File: src/sv/vigenere_byte_cipher_core_defines.svh
// ----------------------------------------------------------------------------
// Vigenere byte cipher assertion macros
// Concurrent assertion helpers; they compile to nothing under synthesis.
// ----------------------------------------------------------------------------
`ifndef VIGENERE_BYTE_CIPHER_CORE_DEFINES_SVH
`define VIGENERE_BYTE_CIPHER_CORE_DEFINES_SVH

`ifndef SYNTHESIS
// Checked outside reset.
`define VBC_ASSERT(label, prop) \
  label: assert property (@(posedge clk) disable iff (!rst_n) prop) \
    else $error("vbc assertion failed");
// Checked during reset as well.
`define VBC_ASSERT_ALWAYS(label, prop) \
  label: assert property (@(posedge clk) prop) \
    else $error("vbc assertion failed");
`else
`define VBC_ASSERT(label, prop)
`define VBC_ASSERT_ALWAYS(label, prop)
`endif

`endif

File: src/sv/vbc_pkg.sv
// ----------------------------------------------------------------------------
// Vigenere byte cipher package
// Action and register codes, alphabet constants and letter mapping functions.
// ----------------------------------------------------------------------------
package vbc_pkg;

  localparam int KEY_MAX_DEF = 64;
  // Wide enough to compare lengths and positions for any KEY_MAX up to 256.
  localparam int LEN_W = 9;

  // Input actions (in_tuser)
  localparam logic [1:0] ACT_KEY_WRITE = 2'd0;
  localparam logic [1:0] ACT_TEXT      = 2'd1;
  localparam logic [1:0] ACT_RESTART   = 2'd2;

  // Configuration register indexes
  localparam logic [1:0] REG_LANGUAGE   = 2'd0;
  localparam logic [1:0] REG_DIRECTION  = 2'd1;
  localparam logic [1:0] REG_KEY_LENGTH = 2'd2;

  localparam logic LANG_EN = 1'b0;
  localparam logic DIR_ENC = 1'b0;

  localparam logic [5:0] ALPHA_EN = 6'd26;
  localparam logic [5:0] ALPHA_RU = 6'd33;

  typedef struct packed {
    logic       ok;
    logic [5:0] idx;
  } letter_t;

  // Letter index of a byte, case folded; ok low for a non-letter.
  function automatic letter_t letter_index(input logic lang, input logic [7:0] c);
    letter_t res;
    logic [7:0] d;
    res = '0;
    d   = '0;
    if (lang == LANG_EN) begin
      if (c >= 8'd65 && c <= 8'd90) begin
        d = c - 8'd65;
        res.ok = 1'b1;
      end else if (c >= 8'd97 && c <= 8'd122) begin
        d = c - 8'd97;
        res.ok = 1'b1;
      end
    end else begin
      if (c == 8'd168 || c == 8'd184) begin
        d = 8'd6;
        res.ok = 1'b1;
      end else if (c >= 8'd192 && c <= 8'd197) begin
        d = c - 8'd192;
        res.ok = 1'b1;
      end else if (c >= 8'd198 && c <= 8'd223) begin
        d = c - 8'd191;
        res.ok = 1'b1;
      end else if (c >= 8'd224 && c <= 8'd229) begin
        d = c - 8'd224;
        res.ok = 1'b1;
      end else if (c >= 8'd230) begin
        d = c - 8'd223;
        res.ok = 1'b1;
      end
    end
    res.idx = d[5:0];
    return res;
  endfunction

  // Lowercase letter for an index; yo sits between ye and zhe.
  function automatic logic [7:0] lower_letter(input logic lang, input logic [5:0] idx);
    logic [7:0] res;
    if (lang == LANG_EN) begin
      res = 8'd97 + {2'b00, idx};
    end else if (idx < 6'd6) begin
      res = 8'd224 + {2'b00, idx};
    end else if (idx == 6'd6) begin
      res = 8'd184;
    end else begin
      res = 8'd223 + {2'b00, idx};
    end
    return res;
  endfunction

endpackage

File: src/sv/vigenere_byte_cipher_core.sv
// ----------------------------------------------------------------------------
// Vigenere byte cipher core
// Streaming Vigenere cipher over single-byte English or cp1251 Russian text.
// ----------------------------------------------------------------------------
// The core takes one transfer per clock while the output is not stalled. Each
// text byte passes through the middle stage and then the output register. The
// accepting edge registers the item and reads the key store at the current key
// position. When the middle stage moves on, the core maps the letters, does
// the modular add or subtract and loads the output register, which drives
// out_tvalid. Key writes, key restarts and unused actions give no result. Every
// text byte gives exactly one result. The key position steps as each text
// letter is taken, so consecutive letters never wait on each other. Sustained
// rate is one item per cycle while out_tready stays high. The output register
// and the middle stage absorb two results of backpressure. The key store is a
// KEY_MAX-entry byte memory with a registered read. Entries read before they
// are written return whatever the memory holds. Configuration (language,
// direction, key length) is taken every cycle but must only be written while
// the core is idle.
// ----------------------------------------------------------------------------
`include "vigenere_byte_cipher_core_defines.svh"

module vigenere_byte_cipher_core #(
  parameter int KEY_MAX = vbc_pkg::KEY_MAX_DEF
) (
  input  logic        clk,
  input  logic        rst_n,
  // input stream
  input  logic        in_tvalid,
  output logic        in_tready,
  input  logic [15:0] in_tdata,   // [5:0] key_slot, [13:6] data_byte, [15:14] zero
  input  logic [1:0]  in_tuser,   // [1:0] action
  // result stream
  output logic        out_tvalid,
  input  logic        out_tready,
  output logic [7:0]  out_tdata,  // [7:0] out_byte
  output logic        out_tuser,  // [0] was_letter
  // configuration writes
  input  logic        cfg_valid,
  output logic        cfg_ready,
  input  logic [1:0]  cfg_index,
  input  logic [6:0]  cfg_data
);

  localparam int AW = (KEY_MAX > 1) ? $clog2(KEY_MAX) : 1;
  localparam logic [vbc_pkg::LEN_W-1:0] KEY_MAX_L = vbc_pkg::LEN_W'(KEY_MAX);

  // configuration
  logic       language_r;
  logic       direction_r;
  logic [6:0] key_length_r;

  // key store and position
  logic [7:0]    key_mem [KEY_MAX];
  logic [AW-1:0] pos_r, pos_nxt;
  logic [7:0]    key_rd_r;

  // middle stage
  logic       b_valid_r, b_valid_nxt;
  logic [7:0] b_byte_r;

  // output register
  logic       out_valid_r, out_valid_nxt;
  logic [7:0] out_byte_r;
  logic       out_letter_r;

  logic       in_fire, b_advance, cfg_fire;
  logic [5:0] in_slot;
  logic [7:0] in_byte;
  logic [1:0] in_action;

  logic [vbc_pkg::LEN_W-1:0] len_eff, pos_ext, pos_use, pos_inc, slot_ext;
  logic [AW-1:0]             rd_addr;
  vbc_pkg::letter_t          in_let, t_let, k_let;
  logic [5:0]                alpha_n, k_idx;
  logic [6:0]                sum, sum_red;
  logic [7:0]                res_byte;

  assign in_slot   = in_tdata[5:0];
  assign in_byte   = in_tdata[13:6];
  assign in_action = in_tuser;

  assign cfg_ready = 1'b1;
  assign cfg_fire  = cfg_valid;

  // Middle stage moves on when the output register is free or being drained.
  assign b_advance = b_valid_r && (!out_valid_r || out_tready);
  assign in_tready = !b_valid_r || b_advance;
  assign in_fire   = in_tvalid && in_tready;

  // ---------------- configuration ----------------
  always_ff @(posedge clk) begin
    if (!rst_n) begin
      language_r   <= vbc_pkg::LANG_EN;
      direction_r  <= vbc_pkg::DIR_ENC;
      key_length_r <= 7'd1;
    end else if (cfg_fire) begin
      case (cfg_index)
        vbc_pkg::REG_LANGUAGE:   language_r   <= cfg_data[0];
        vbc_pkg::REG_DIRECTION:  direction_r  <= cfg_data[0];
        vbc_pkg::REG_KEY_LENGTH: key_length_r <= cfg_data;
        default: ;
      endcase
    end
  end

  // ---------------- key position ----------------
  // Clamp the length to 1..KEY_MAX; a stale position past the length uses entry 0.
  always_comb begin
    if (key_length_r == 7'd0) begin
      len_eff = vbc_pkg::LEN_W'(1);
    end else if (vbc_pkg::LEN_W'(key_length_r) > KEY_MAX_L) begin
      len_eff = KEY_MAX_L;
    end else begin
      len_eff = vbc_pkg::LEN_W'(key_length_r);
    end
    pos_ext = vbc_pkg::LEN_W'(pos_r);
    pos_use = (pos_ext < len_eff) ? pos_ext : '0;
    pos_inc = pos_use + vbc_pkg::LEN_W'(1);
    rd_addr = pos_use[AW-1:0];
  end

  assign in_let = vbc_pkg::letter_index(language_r, in_byte);

  always_comb begin
    pos_nxt = pos_r;
    if (in_fire) begin
      case (in_action)
        vbc_pkg::ACT_RESTART: pos_nxt = '0;
        vbc_pkg::ACT_TEXT: begin
          // advance only on letters, wrap at the key length
          if (in_let.ok) begin
            pos_nxt = (pos_inc >= len_eff) ? '0 : pos_inc[AW-1:0];
          end
        end
        default: ;
      endcase
    end
  end

  always_ff @(posedge clk) begin
    if (!rst_n) begin
      pos_r <= '0;
    end else begin
      pos_r <= pos_nxt;
    end
  end

  // ---------------- key store ----------------
  assign slot_ext = vbc_pkg::LEN_W'(in_slot);

  always_ff @(posedge clk) begin
    if (in_fire && in_action == vbc_pkg::ACT_KEY_WRITE && slot_ext < KEY_MAX_L) begin
      key_mem[slot_ext[AW-1:0]] <= in_byte;
    end
  end

  // Read with the item; hold while the item waits in the middle stage.
  always_ff @(posedge clk) begin
    if (in_fire) begin
      key_rd_r <= key_mem[rd_addr];
    end
  end

  // ---------------- middle stage ----------------
  always_comb begin
    b_valid_nxt = b_valid_r;
    if (in_fire) begin
      b_valid_nxt = (in_action == vbc_pkg::ACT_TEXT);
    end else if (b_advance) begin
      b_valid_nxt = 1'b0;
    end
  end

  always_ff @(posedge clk) begin
    if (!rst_n) begin
      b_valid_r <= 1'b0;
    end else begin
      b_valid_r <= b_valid_nxt;
    end
  end

  always_ff @(posedge clk) begin
    if (in_fire) begin
      b_byte_r <= in_byte;
    end
  end

  // ---------------- cipher ----------------
  // Add or subtract the key index modulo the alphabet size; both indexes are
  // below the size, so one conditional subtract reduces the sum.
  always_comb begin
    t_let   = vbc_pkg::letter_index(language_r, b_byte_r);
    k_let   = vbc_pkg::letter_index(language_r, key_rd_r);
    alpha_n = (language_r == vbc_pkg::LANG_EN) ? vbc_pkg::ALPHA_EN : vbc_pkg::ALPHA_RU;
    k_idx   = k_let.ok ? k_let.idx : 6'd0;
    if (direction_r == vbc_pkg::DIR_ENC) begin
      sum = {1'b0, t_let.idx} + {1'b0, k_idx};
    end else begin
      sum = {1'b0, t_let.idx} + {1'b0, alpha_n} - {1'b0, k_idx};
    end
    sum_red  = (sum >= {1'b0, alpha_n}) ? (sum - {1'b0, alpha_n}) : sum;
    res_byte = t_let.ok ? vbc_pkg::lower_letter(language_r, sum_red[5:0]) : b_byte_r;
  end

  // ---------------- output register ----------------
  always_comb begin
    out_valid_nxt = out_valid_r;
    if (b_advance) begin
      out_valid_nxt = 1'b1;
    end else if (out_tready) begin
      out_valid_nxt = 1'b0;
    end
  end

  always_ff @(posedge clk) begin
    if (!rst_n) begin
      out_valid_r <= 1'b0;
    end else begin
      out_valid_r <= out_valid_nxt;
    end
  end

  always_ff @(posedge clk) begin
    if (b_advance) begin
      out_byte_r   <= res_byte;
      out_letter_r <= t_let.ok;
    end
  end

  assign out_tvalid = out_valid_r;
  assign out_tdata  = out_byte_r;
  assign out_tuser  = out_letter_r;

  // ---------------- assertions ----------------
  `VBC_ASSERT_ALWAYS(a_no_result_after_reset, $past(!rst_n) |-> !out_valid_r)
  `VBC_ASSERT(a_stall_only_on_full_output, !in_tready |-> (out_valid_r && !out_tready))
  `VBC_ASSERT(a_restart_clears_position,
              (in_fire && in_action == vbc_pkg::ACT_RESTART) |=> (pos_r == '0))

endmodule

File: config.mk
export PLATFORM = sky130hd
export DESIGN_NAME = vigenere_byte_cipher_core
export DESIGN_NICKNAME = d
export VERILOG_FILES = /design/src/sv/vbc_pkg.sv /design/src/sv/vigenere_byte_cipher_core.sv
export VERILOG_INCLUDE_DIRS = /design/src /design/src/sv
export SDC_FILE = /design/constraint.sdc
export NUM_CORES = 1
export LEC_CHECK = 0
export ABC_AREA = 1
export BUFFER_PORTS_ARGS = -buffer_cell sky130_fd_sc_hd__buf_4
export CORE_AREA = 2 2 238 240
export CTS_BUF_LIST = sky130_fd_sc_hd__clkbuf_16
export DETAILED_ROUTE_END_ITERATION = 8
export DIE_AREA = 0 0 240 242
export SYNTH_ARGS = -nofsm -noshare
export SYNTH_HDL_FRONTEND = slang
export SYNTH_SLANG_ARGS = --single-unit
File: constraint.sdc
create_clock -name clk -period 5.7 [get_ports clk]
set_clock_uncertainty 0.05 [all_clocks]
set_input_delay 0.855 -clock clk [delete_from_list [all_inputs] [get_ports clk]]
set_output_delay 0.855 -clock clk [all_outputs]
set_load 0.01 [all_outputs]
After elaboration in Yosys (flattened, before gate mapping)
Memory sizes are Yosys's and may differ from the RTL's. A register that Yosys moved wholly into a read port is not among the register bits.
Cells that the tools add are included.
W data, S select, Z words.
{ "word_totals": {"register_bits": 34, "output_inout_bits": 12, "ramBits": 512, "n_memories": 1} }
{ "memory_table": {"columns": ["name", "words", "width", "read_ports", "rd_ports_with_merged_regs", "write_ports", "line", "rtl"], "rows": [
  ["key_mem", 64, 8, 1, 1, 1, "vigenere_byte_cipher_core.sv:53", "logic [7:0] key_mem [KEY_MAX];"]
]} }
{ "op_classes": {"reduce_logical": 36, "mux": 60, "n_lt_le_gt_ge": 39, "addsub": 20, "eq_ne": 12} }
{ "op_table": {"columns": ["operator", "count"], "rows": [
  ["$mux W6", 22],
  ["$ge A8 B8 Y1 const B", 12],
  ["$le A8 B8 Y1 const B", 9],
  ["$eq A8 B8 Y1 const B", 6],
  ["$ge A8 B7 Y1 const B", 6],
  ["$le A8 B7 Y1 const B", 6],
  ["$sub A6 B6 Y6 const B", 6],
  ["$mux W8", 4],
  ["$mux W1", 30],
  ["$sub A6 B1 Y6 const B", 4],
  ["$mux W7", 3],
  ["$logic_and A1 B1 Y1", 19],
  ["$add A6 B6 Y7", 2],
  ["$pmux W6 S2", 1],
  ["$sub A6 B5 Y6 const B", 2],
  ["$ge A7 B9 Y1", 1],
  ["$lt A6 B9 Y1", 1],
  ["$add A6 B7 Y8 const A", 1],
  ["$add A7 B6 Y8 const A", 1],
  ["$add A7 B7 Y8 const A", 1],
  ["$add A6 B1 Y7 const B", 1],
  ["$ge A7 B6 Y1", 1],
  ["$gt A7 B7 Y1 const B", 1],
  ["$logic_not A7 Y1", 1],
  ["14 further kinds", 26]
]} }

Depth between registers and ports, before layout
Gate-level depths: netlist (run 1).
{ "logic_depth": {"depth_word": 17, "mapped_depth": 42} }

Worst setup path after synthesis (run 1)
OpenSTA, ideal clock, no wires.
{ "synth_timing": {"path_type": "register to register", "from": "register b_byte_r[0]", "to": "register out_byte_r[6], in the netlist out_tdata[6] (data pin)", "required_time_ns": 5.397, "setup_ns": 0.253, "path_stages_with_launch": 36, "arrival_ns": 4.923, "synth_period_minus_slack_ns": 5.226, "setup_slack_ns": 0.474, "cell_sequence": "edfxtp_1 inv_1 ha_1 nor3_1 nor4_1 inv_1 nand4_1 nor2_1 nand2_1 o211ai_1 nand2_1 o21a_1 inv_1 fa_1 fa_1 nand2_1 nor2_1 o21ai_0 nand3_1 nand2_1 inv_1 ha_1 a21oi_1 nand2_1 nand2_1 nand3_2 buf_4 nand2_1 nand2_1 ha_1 nand3_1 nor2_1 nor2_1 nor2_1 nor2_1 nor2_1"} }
{ "synth_via": {"elab_chain_cells": 17, "elab_cells_between_ends": 57, "cone_classes": "13 x add/sub; 13 x order compare; 3 x eq/ne; 22 x mux; 6 x reduce/logical"} }
{ "synth_rtl": {"columns": ["item", "line", "rtl"], "rows": [
  ["start, declared", "vigenere_byte_cipher_core.sv:59", "logic [7:0] b_byte_r;"],
  ["start signal, assigned", "vigenere_byte_cipher_core.sv:184", "b_byte_r <= in_byte;"],
  ["$ge A8 B8 Y1, or another cell as far along", "vbc_pkg.sv:59", "end else if (c >= 8'd230) begin"],
  ["$mux W6 / $logic_and A1 B1 Y1 (equally long branches)", "vbc_pkg.sv:59, vbc_pkg.sv:56", null],
  ["$mux W6", "vbc_pkg.sv:56", "end else if (c >= 8'd224 && c <= 8'd229) begin"],
  ["$mux W6", "vbc_pkg.sv:53", "end else if (c >= 8'd198 && c <= 8'd223) begin"],
  ["$mux W6", "vbc_pkg.sv:50", "end else if (c >= 8'd192 && c <= 8'd197) begin"],
  ["$mux W6", "vbc_pkg.sv:47", "if (c == 8'd168 || c == 8'd184) begin"],
  ["$mux W6", "vbc_pkg.sv:38", "if (lang == LANG_EN) begin"],
  ["$add A6 B6 Y7", "vigenere_byte_cipher_core.sv:199", "sum = {1'b0, t_let.idx} + {1'b0, alpha_n} - {1'b0, k_idx};"],
  ["[2 not listed]", null, null],
  ["$sub A6 B6 Y6 / $ge A7 B6 Y1 (equally long branches)", "vigenere_byte_cipher_core.sv:201", "sum_red = (sum >= {1'b0, alpha_n}) ? (sum - {1'b0, alpha_n}) : sum;"],
  ["$mux W6", "vigenere_byte_cipher_core.sv:201", null],
  ["$add A7 B7 Y8 / $eq A6 B3 Y1 (equally long branches)", "vbc_pkg.sv:78, vbc_pkg.sv:75", null],
  ["$mux W8", "vbc_pkg.sv:75", "end else if (idx == 6'd6) begin"],
  ["$mux W8", "vbc_pkg.sv:73", "end else if (idx < 6'd6) begin"],
  ["$mux W8", "vbc_pkg.sv:71", "if (lang == LANG_EN) begin"],
  ["$mux W8 (*)", "vigenere_byte_cipher_core.sv:202", "res_byte = t_let.ok ? vbc_pkg::lower_letter(language_r, sum_red[5:0]) : b_byte_r;"],
  ["net res_byte[6]", "vigenere_byte_cipher_core.sv:76", "logic [7:0] res_byte;"],
  ["end signal, assigned", "vigenere_byte_cipher_core.sv:225", "out_byte_r <= res_byte;"],
  ["end, declared", "vigenere_byte_cipher_core.sv:63", "logic [7:0] out_byte_r;"]
]} }
The timed path passes the listed nets; every way through them passes the cells marked *.
A chain may end at the register's enable or synchronous reset.

Worst setup path after layout (run 1)
Ends and elaborated chain as after synthesis.

==> results of run 1 <==
[power by group through the flow]
stage / Combinational (W) / Clock, W / Sequential (W)
after detailed placement: 0.00109 / 0 / 0.00459
after floorplan: 0.000743 / 0 / 0.00459
after global routing: 0.00130 / 0.00371 / 0.00451
final: 0.00116 / 0.00351 / 0.00451
after CTS: 0.00110 / 0.00355 / 0.00451
after global placement: 0.00108 / 0 / 0.00459
[timing repair]
action / 4_1_cts / 5_1_grt
gates resized for setup: 7 / 46
gates cloned: 0 / 0
pin swaps: 1 / 8
endpoints found under the hold margin: 0 / 0
setup buffers: 0 / 2
endpoints found under the setup margin: 7 / 8
[metrics by stage]
| stage | util | power, W | hold WS (ps) | instance area (um^2) | setup TNS (ps) |
|---|---|---|---|---|---|
| 2_1_floorplan | - | 0.00533 | 393 | 27000 | 0 |
| 3_3_place_gp | 0.502 | 0.00567 | 413 | 28000 | 0 |
| 3_5_place_dp | 0.502 | 0.00568 | 422 | 28000 | -246 |
| 4_1_cts | 0.534 | 0.00916 | 400 | 29800 | 0 |
| 5_1_grt | 0.537 | 0.00953 | 430 | 29900 | -128 |
| 6_report | 0.537 | 0.00917 | 421 | 29900 | 0 |
[area by class of cell]
type | count | share of cell area
multi-input cells | 1682 | 0.282
well taps | 756 | 0.0316
repair buffers | 97 | 0.0252
flip-flops and latches | 554 | 0.550
clock buffers | 59 | 0.0493
inverters | 430 | 0.0540
clock inverters | 41 | 0.00836
[logic make-up after synthesis]
family | count (synthesis) | synth area share
AND/OR/NAND/NOR | 1465 | 0.239
flip-flops | 554 | 0.611
adder cells (fa/ha/maj) | 54 | 0.0270
buffers and inverters | 571 | 0.0845
AO/OA/AOI/OAI | 144 | 0.0322
XOR/XNOR | 18 | 0.00585
other | 1 | 0.000139
[final timing paths]
check,slack [ps],end,cells after the start
hold reg to reg,430,out_tvalid$_SDFFE_PN0P_,2
setup reg to reg,370,out_tdata[6]$_DFFE_PP_,33
setup / recovery,370,out_tdata[6]$_DFFE_PP_,33
hold / removal,420,key_length_r[3]$_SDFFE_PN0P_,3
[state kept, by name (all words and copies together) (netlist names)]
| signal | count |
|---|---|
| b_byte_r | 8 |
| b_valid_r | 1 |
| direction_r | 1 |
| key_length_r | 7 |
| key_mem | 512 |
| key_rd_r | 8 |
| language_r | 1 |
| out_tdata | 8 |
| out_tuser | 1 |
| out_tvalid | 1 |
| pos_r | 6 |
[per-layer routing]
layer	global-route usage	vias up	share of wire
li1	-	9444	-
met1	0.331	9226	0.44
met2	0.387	566	0.47
met3	0.0395	122	0.065
met4	0.0707	0	0.029
met5	0	-	0
[cells in the final DEF, fill, tap and decap left out, types with 3 or more instances in the layout]
cell | synthesis | routed
ha_2 | 0 | 3
clkinv_1 | 1 | 14
o21ai_1 | 12 | 15
xor2_1 | 13 | 13
o21ai_2 | 1 | 3
nor2_4 | 2 | 5
ha_4 | 0 | 5
nand2_1 | 733 | 724
clkbuf_16 | 0 | 59
nor2_1 | 144 | 137
nor4_2 | 1 | 3
nand3b_1 | 5 | 5
nand3_1 | 442 | 440
xnor2_1 | 5 | 5
nor3_2 | 1 | 4
fa_1 | 7 | 6
nor2_2 | 2 | 6
bufinv_16 | 0 | 3
nor4_1 | 6 | 4
o211ai_1 | 37 | 37
o21ai_0 | 41 | 36
edfxtp_1 | 537 | 537
inv_1 | 421 | 429
nand4_1 | 109 | 109
a21oi_1 | 30 | 28
dfxtp_1 | 17 | 16
clkinv_2 | 0 | 10
buf_4 | 15 | 95
nor3_1 | 11 | 7
a31oi_1 | 7 | 7
inv_2 | 8 | 13
ha_1 | 47 | 39
nand2_2 | 3 | 11
a211oi_1 | 3 | 3
[critical path, delay by kind of cell (launching register included)]
kind,cells,cell delay [ps]
AOI/OAI and AO/OA,2,370
adders and majority gates,5,1480
buffers and inverters,6,530
DFF,1,410
and+or+nand+nor,20,2270
==> flow_summary.json, run 1 <==
{
  "status": "finished, final reports clean",
  "ys_ff_latch": 554,
  "clock.fmax_mhz": 188,
  "n_fill_cell": 4975,
  "synth_top_area_frac": 0.598,
  "p_int_w": 0.00686,
  "num_antenna_cells": 0,
  "max-slew-margin-rel": 0.197,
  "nNetsFinal": 2909,
  "synthToLayoutAreaGrowth_pct": 11.1,
  "clock_latency_ps": 610,
  "core_um2": 55700,
  "h-tree-depth": 2,
  "multiInputGateArea_um2": 8430,
  "postRouteAntennaNets": 0,
  "wire_per_inst_um": 19.1,
  "max-cap-violations": 0,
  "ctsRootBufferMaster": "clkbuf_16",
  "postSynthCellCount": 2807,
  "power_per_cell_area_nw_per_um2": 306,
  "grt_max_degree": 186,
  "antenna_found_initial": 0,
  "place_ws_ps": -62.8,
  "p_sw_w": 0.00231,
  "ys_seq_area_frac": 0.611,
  "instances_no_fill": 3619,
  "gr-total-overflow": 0,
  "holdBufCountCts": 0,
  "ys.flop_type": "edfxtp_1",
  "drt-total-wl_um": 69200,
  "finalWorstSetupSlack_ps": 370,
  "regArea_um2": 16500,
  "place_inst": 3517,
  "row_count": 87,
  "ys_types": 48,
  "startpoint": "b_byte_r[0]$_DFFE_PP_",
  "drive_gt1_frac": 0.0831,
  "worstMarginPinSlew_ps": 1200,
  "dr.pass1.iters": 6,
  "seqPwrFrac": 0.492,
  "grt_pass1_vias": 18504,
  "drt_iter0_drc": 1563,
  "synth_commonest_cells": "nand2_1 (733), edfxtp_1 (537), nand3_1 (442)",
  "io_pins": 44,
  "hp-class": "primary input to flop",
  "cp_slowest_cell": "fa_1",
  "end_kind": "flop",
  "critical_path_class": "flop to flop",
  "setup_viol_count_final": 0,
  "cts_made_buffers": 58,
  "power.share.clock": 0.382,
  "worstPathMaxFanout": 9,
  "path_clk_slew_ps": 60,
  "hold_viol": 0,
  "dieArea_um2": 58100,
  "drc": 0,
  "power_frac_comb": 0.126,
  "clockBufferDepth": 3,
  "peakVddDrop_uv": 237,
  "synth_edf_count": 537,
  "min-delay-start": "cfg_data[3]",
  "initial_core_util": 0.484,
  "gp_congestion": 0.854,
  "synth.largest_area_cell": "edfxtp_1",
  "leakage_nw": 12.4,
  "grt_pass1_wl_um": 106000,
  "cpPeakStageDelay_ps": 460,
  "cp.required_ps": 6020,
  "port_buffers": 40,
  "die_h_um": 242,
  "cpMostUsedCell": "nand2_1",
  "startpoint_type": "flop",
  "arrival_ps": 5650,
  "cts_tree": "done",
  "min_period_over_period": 0.935,
  "fin_crit_ps": 5330,
  "switching_share": 0.252,
  "timing.rr.start": "b_byte_r[0]$_DFFE_PP_",
  "slew_viol_final": 0,
  "yosysWarnings": 0,
  "viasPerCell": 5.35,
  "avgSynthCellArea_um2": 9.60,
  "vias": 19358,
  "grt_usage": 0.239,
  "synth_async_sr_flop_share": 0,
  "synth_nets": 2893,
  "netlist_area_um2": 27000,
  "hpwl_um": 40100,
  "synth_most_common_cell": "nand2_1",
  "clock_sinks": 554,
  "die_w_um": 240,
  "synthTopCellsByArea": "edfxtp_1 (60%), nand2_1 (10%), nand3_1 (8.2%)"
}
Power figures use the tool's default switching activity.
==> run 2, diff against run 1 <==
--- a/config.mk
+++ b/config.mk
@@ -7,11 +7,12 @@
 export NUM_CORES = 1
 export LEC_CHECK = 0
 export ABC_AREA = 1
-export BUFFER_PORTS_ARGS = -buffer_cell sky130_fd_sc_hd__buf_4
+export BUFFER_PORTS_ARGS = -buffer_cell sky130_fd_sc_hd__buf_2
 export CORE_AREA = 2 2 238 240
 export CTS_BUF_LIST = sky130_fd_sc_hd__clkbuf_16
 export DETAILED_ROUTE_END_ITERATION = 8
 export DIE_AREA = 0 0 240 242
+export PLACE_DENSITY_LB_ADDON = 0.3
 export SYNTH_ARGS = -nofsm -noshare
 export SYNTH_HDL_FRONTEND = slang
 export SYNTH_SLANG_ARGS = --single-unit
==> flow_summary.json, run 2 (synthesized netlist as in run 1, its figures left out) <==
{
  "status": "finished, final reports clean",
  "min-delay-start": "cfg_data[2]",
  "power.share.clock": 0.383,
  "worstMarginPinSlew_ps": 1090,
  "grt_usage": 0.232,
  "hold_viol": 0,
  "seqPwrFrac": 0.488,
  "antenna_found_initial": 1,
  "place_inst": 3516,
  "cp.required_ps": 6010,
  "clock_sinks": 554,
  "cpMostUsedCell": "nand2_1",
  "die_h_um": 242,
  "postRouteAntennaNets": 0,
  "cts_made_buffers": 57,
  "die_w_um": 240,
  "setup_tns_ps": 0,
  "nNetsFinal": 2921,
  "port_buffers": 40,
  "power_per_cell_area_nw_per_um2": 307,
  "fin_crit_ps": 5350,
  "setup_viol_count_final": 0,
  "instances_no_fill": 3634,
  "vias": 19781,
  "leakage_nw": 12.5,
  "n_fill_cell": 4807,
  "path_clk_slew_ps": 60,
  "grt_max_degree": 173,
  "crit_family": "simple AND/OR/NAND/NOR gates",
  "cts_tree": "done",
  "timing.rr.start": "b_byte_r[0]$_DFFE_PP_",
  "switching_share": 0.254,
  "clock_latency_ps": 640,
  "clockBufferDepth": 3,
  "r2r-end": "out_tdata[4]$_DFFE_PP_",
  "reg2reg_depth": 35,
  "critical_path_class": "flop to flop",
  "hpwl_um": 40600,
  "viasPerCell": 5.44,
  "gp_congestion": 0.898,
  "p_sw_w": 0.00235,
  "synthToLayoutAreaGrowth_pct": 11.6,
  "wire_per_inst_um": 18.7,
  "max-cap-violations": 0,
  "clock.fmax_mhz": 187,
  "drc": 0,
  "initial_core_util": 0.484,
  "hp-class": "primary input to flop",
  "largest_register_ffs": 512,
  "holdWs_ps": 398,
  "ctsRootBufferMaster": "clkbuf_16",
  "startpoint_type": "flop",
  "num_antenna_cells": 0,
  "min_period_over_period": 0.939,
  "h-tree-depth": 2,
  "dieArea_um2": 58100,
  "cpPeakStageDelay_ps": 550,
  "io_pins": 44,
  "arrival_ps": 5660,
  "core_um2": 55700,
  "holdBufCountCts": 0,
  "p_int_w": 0.00689,
  "power_frac_comb": 0.128,
  "drt-total-wl_um": 68000,
  "slew_viol_final": 0,
  "gr-total-overflow": 0,
  "drt_iter0_drc": 1758,
  "min_path_cells": 3,
  "max-slew-margin-rel": 0.271,
  "cp_slowest_cell": "fa_1",
  "mostFrequentLayoutCells": "nand2_1 (724), edfxtp_1 (537), nand3_1 (440), inv_1 (427), nor2_1 (137)",
  "worstPathMaxFanout": 11,
  "ff2ff_setup_slack_ps": 350,
  "hold_end": "key_length_r[2]$_SDFFE_PN0P_",
  "peakVddDrop_uv": 262,
  "row_count": 87,
  "grt_pass1_wl_um": 104000,
  "final_common_cell": "nand2_1",
  "drive_gt1_frac": 0.0896,
  "grt_pass1_vias": 18500,
  "path_buf_inv": 6,
  "end_kind": "flop",
  "dr.pass1.iters": 5
}
run 2: what timing repair did:
action | CTS | global route
buffers inserted | 0 | 16
resized for setup | 0 | 63
setup endpoints to repair | 0 | 8
run 2: worst max-delay path by stage:
stage / startpoint / endpoint / slack (ps) / cells past startpoint
6_report: b_byte_r[0]$_DFFE_PP_ / out_tdata[4]$_DFFE_PP_ / 350 / 35
5_1_grt: key_rd_r[3]$_DFFE_PP_ / out_tdata[6]$_DFFE_PP_ / -40 / 32
4_1_cts: b_byte_r[0]$_DFFE_PP_ / out_tdata[6]$_DFFE_PP_ / 20 / 30
3_5_place_dp: b_byte_r[0]$_DFFE_PP_ / out_tdata[6]$_DFFE_PP_ / 40 / 30
3_3_place_gp: b_byte_r[1]$_DFFE_PP_ / out_tdata[6]$_DFFE_PP_ / 100 / 34
2_1_floorplan: b_byte_r[0]$_DFFE_PP_ / out_tdata[6]$_DFFE_PP_ / 470 / 35
run 2: metal layers:
| layer | wire length (um) | vias up | GRT usage |
|---|---|---|---|
| li1 | - | 9490 | - |
| met1 | 28600 | 9310 | 0.320 |
| met2 | 31700 | 827 | 0.373 |
| met3 | 5410 | 154 | 0.0393 |
| met4 | 2280 | 0 | 0.0776 |
| met5 | 0 | - | 0 |
run 2: metrics by stage:
| step | power, W | instance area [um^2] | worst slack, ps | utilization |
|---|---|---|---|---|
| 6_report | 0.00924 | 30100 | 349 | 0.540 |
| 5_1_grt | 0.00958 | 30100 | -39.2 | 0.540 |
| 4_1_cts | 0.00918 | 29700 | 17.5 | 0.533 |
| 3_5_place_dp | 0.00567 | 27900 | 44.6 | 0.501 |
| 3_3_place_gp | 0.00566 | 27900 | 99.5 | 0.501 |
| 2_1_floorplan | 0.00533 | 27000 | 474 | - |
run 2: final cells by class:
type | count | area (um^2) | share of cell area
inverter | 430 | 1620 | 0.0537
timing repair buffer | 110 | 779 | 0.0259
sequential | 554 | 16500 | 0.547
clock inverter | 45 | 348 | 0.0116
multi-input combinational | 1682 | 8500 | 0.283
clock buffer | 57 | 1430 | 0.0474
tap | 756 | 946 | 0.0314
run 2: worst min-delay path: stages:
cell	delay, ps
buf_2	80
nor2_1	30
nor2_1	80
run 2: power groups by stage:
stage                     clock network (W)  registers (W)  logic (W)
after global placement                    0        0.00460    0.00106
after CTS                           0.00359        0.00451    0.00108
after global routing                0.00375        0.00451    0.00132
after floorplan                           0        0.00459   0.000743
final                               0.00354        0.00451    0.00118
after detailed placement                  0        0.00460    0.00107
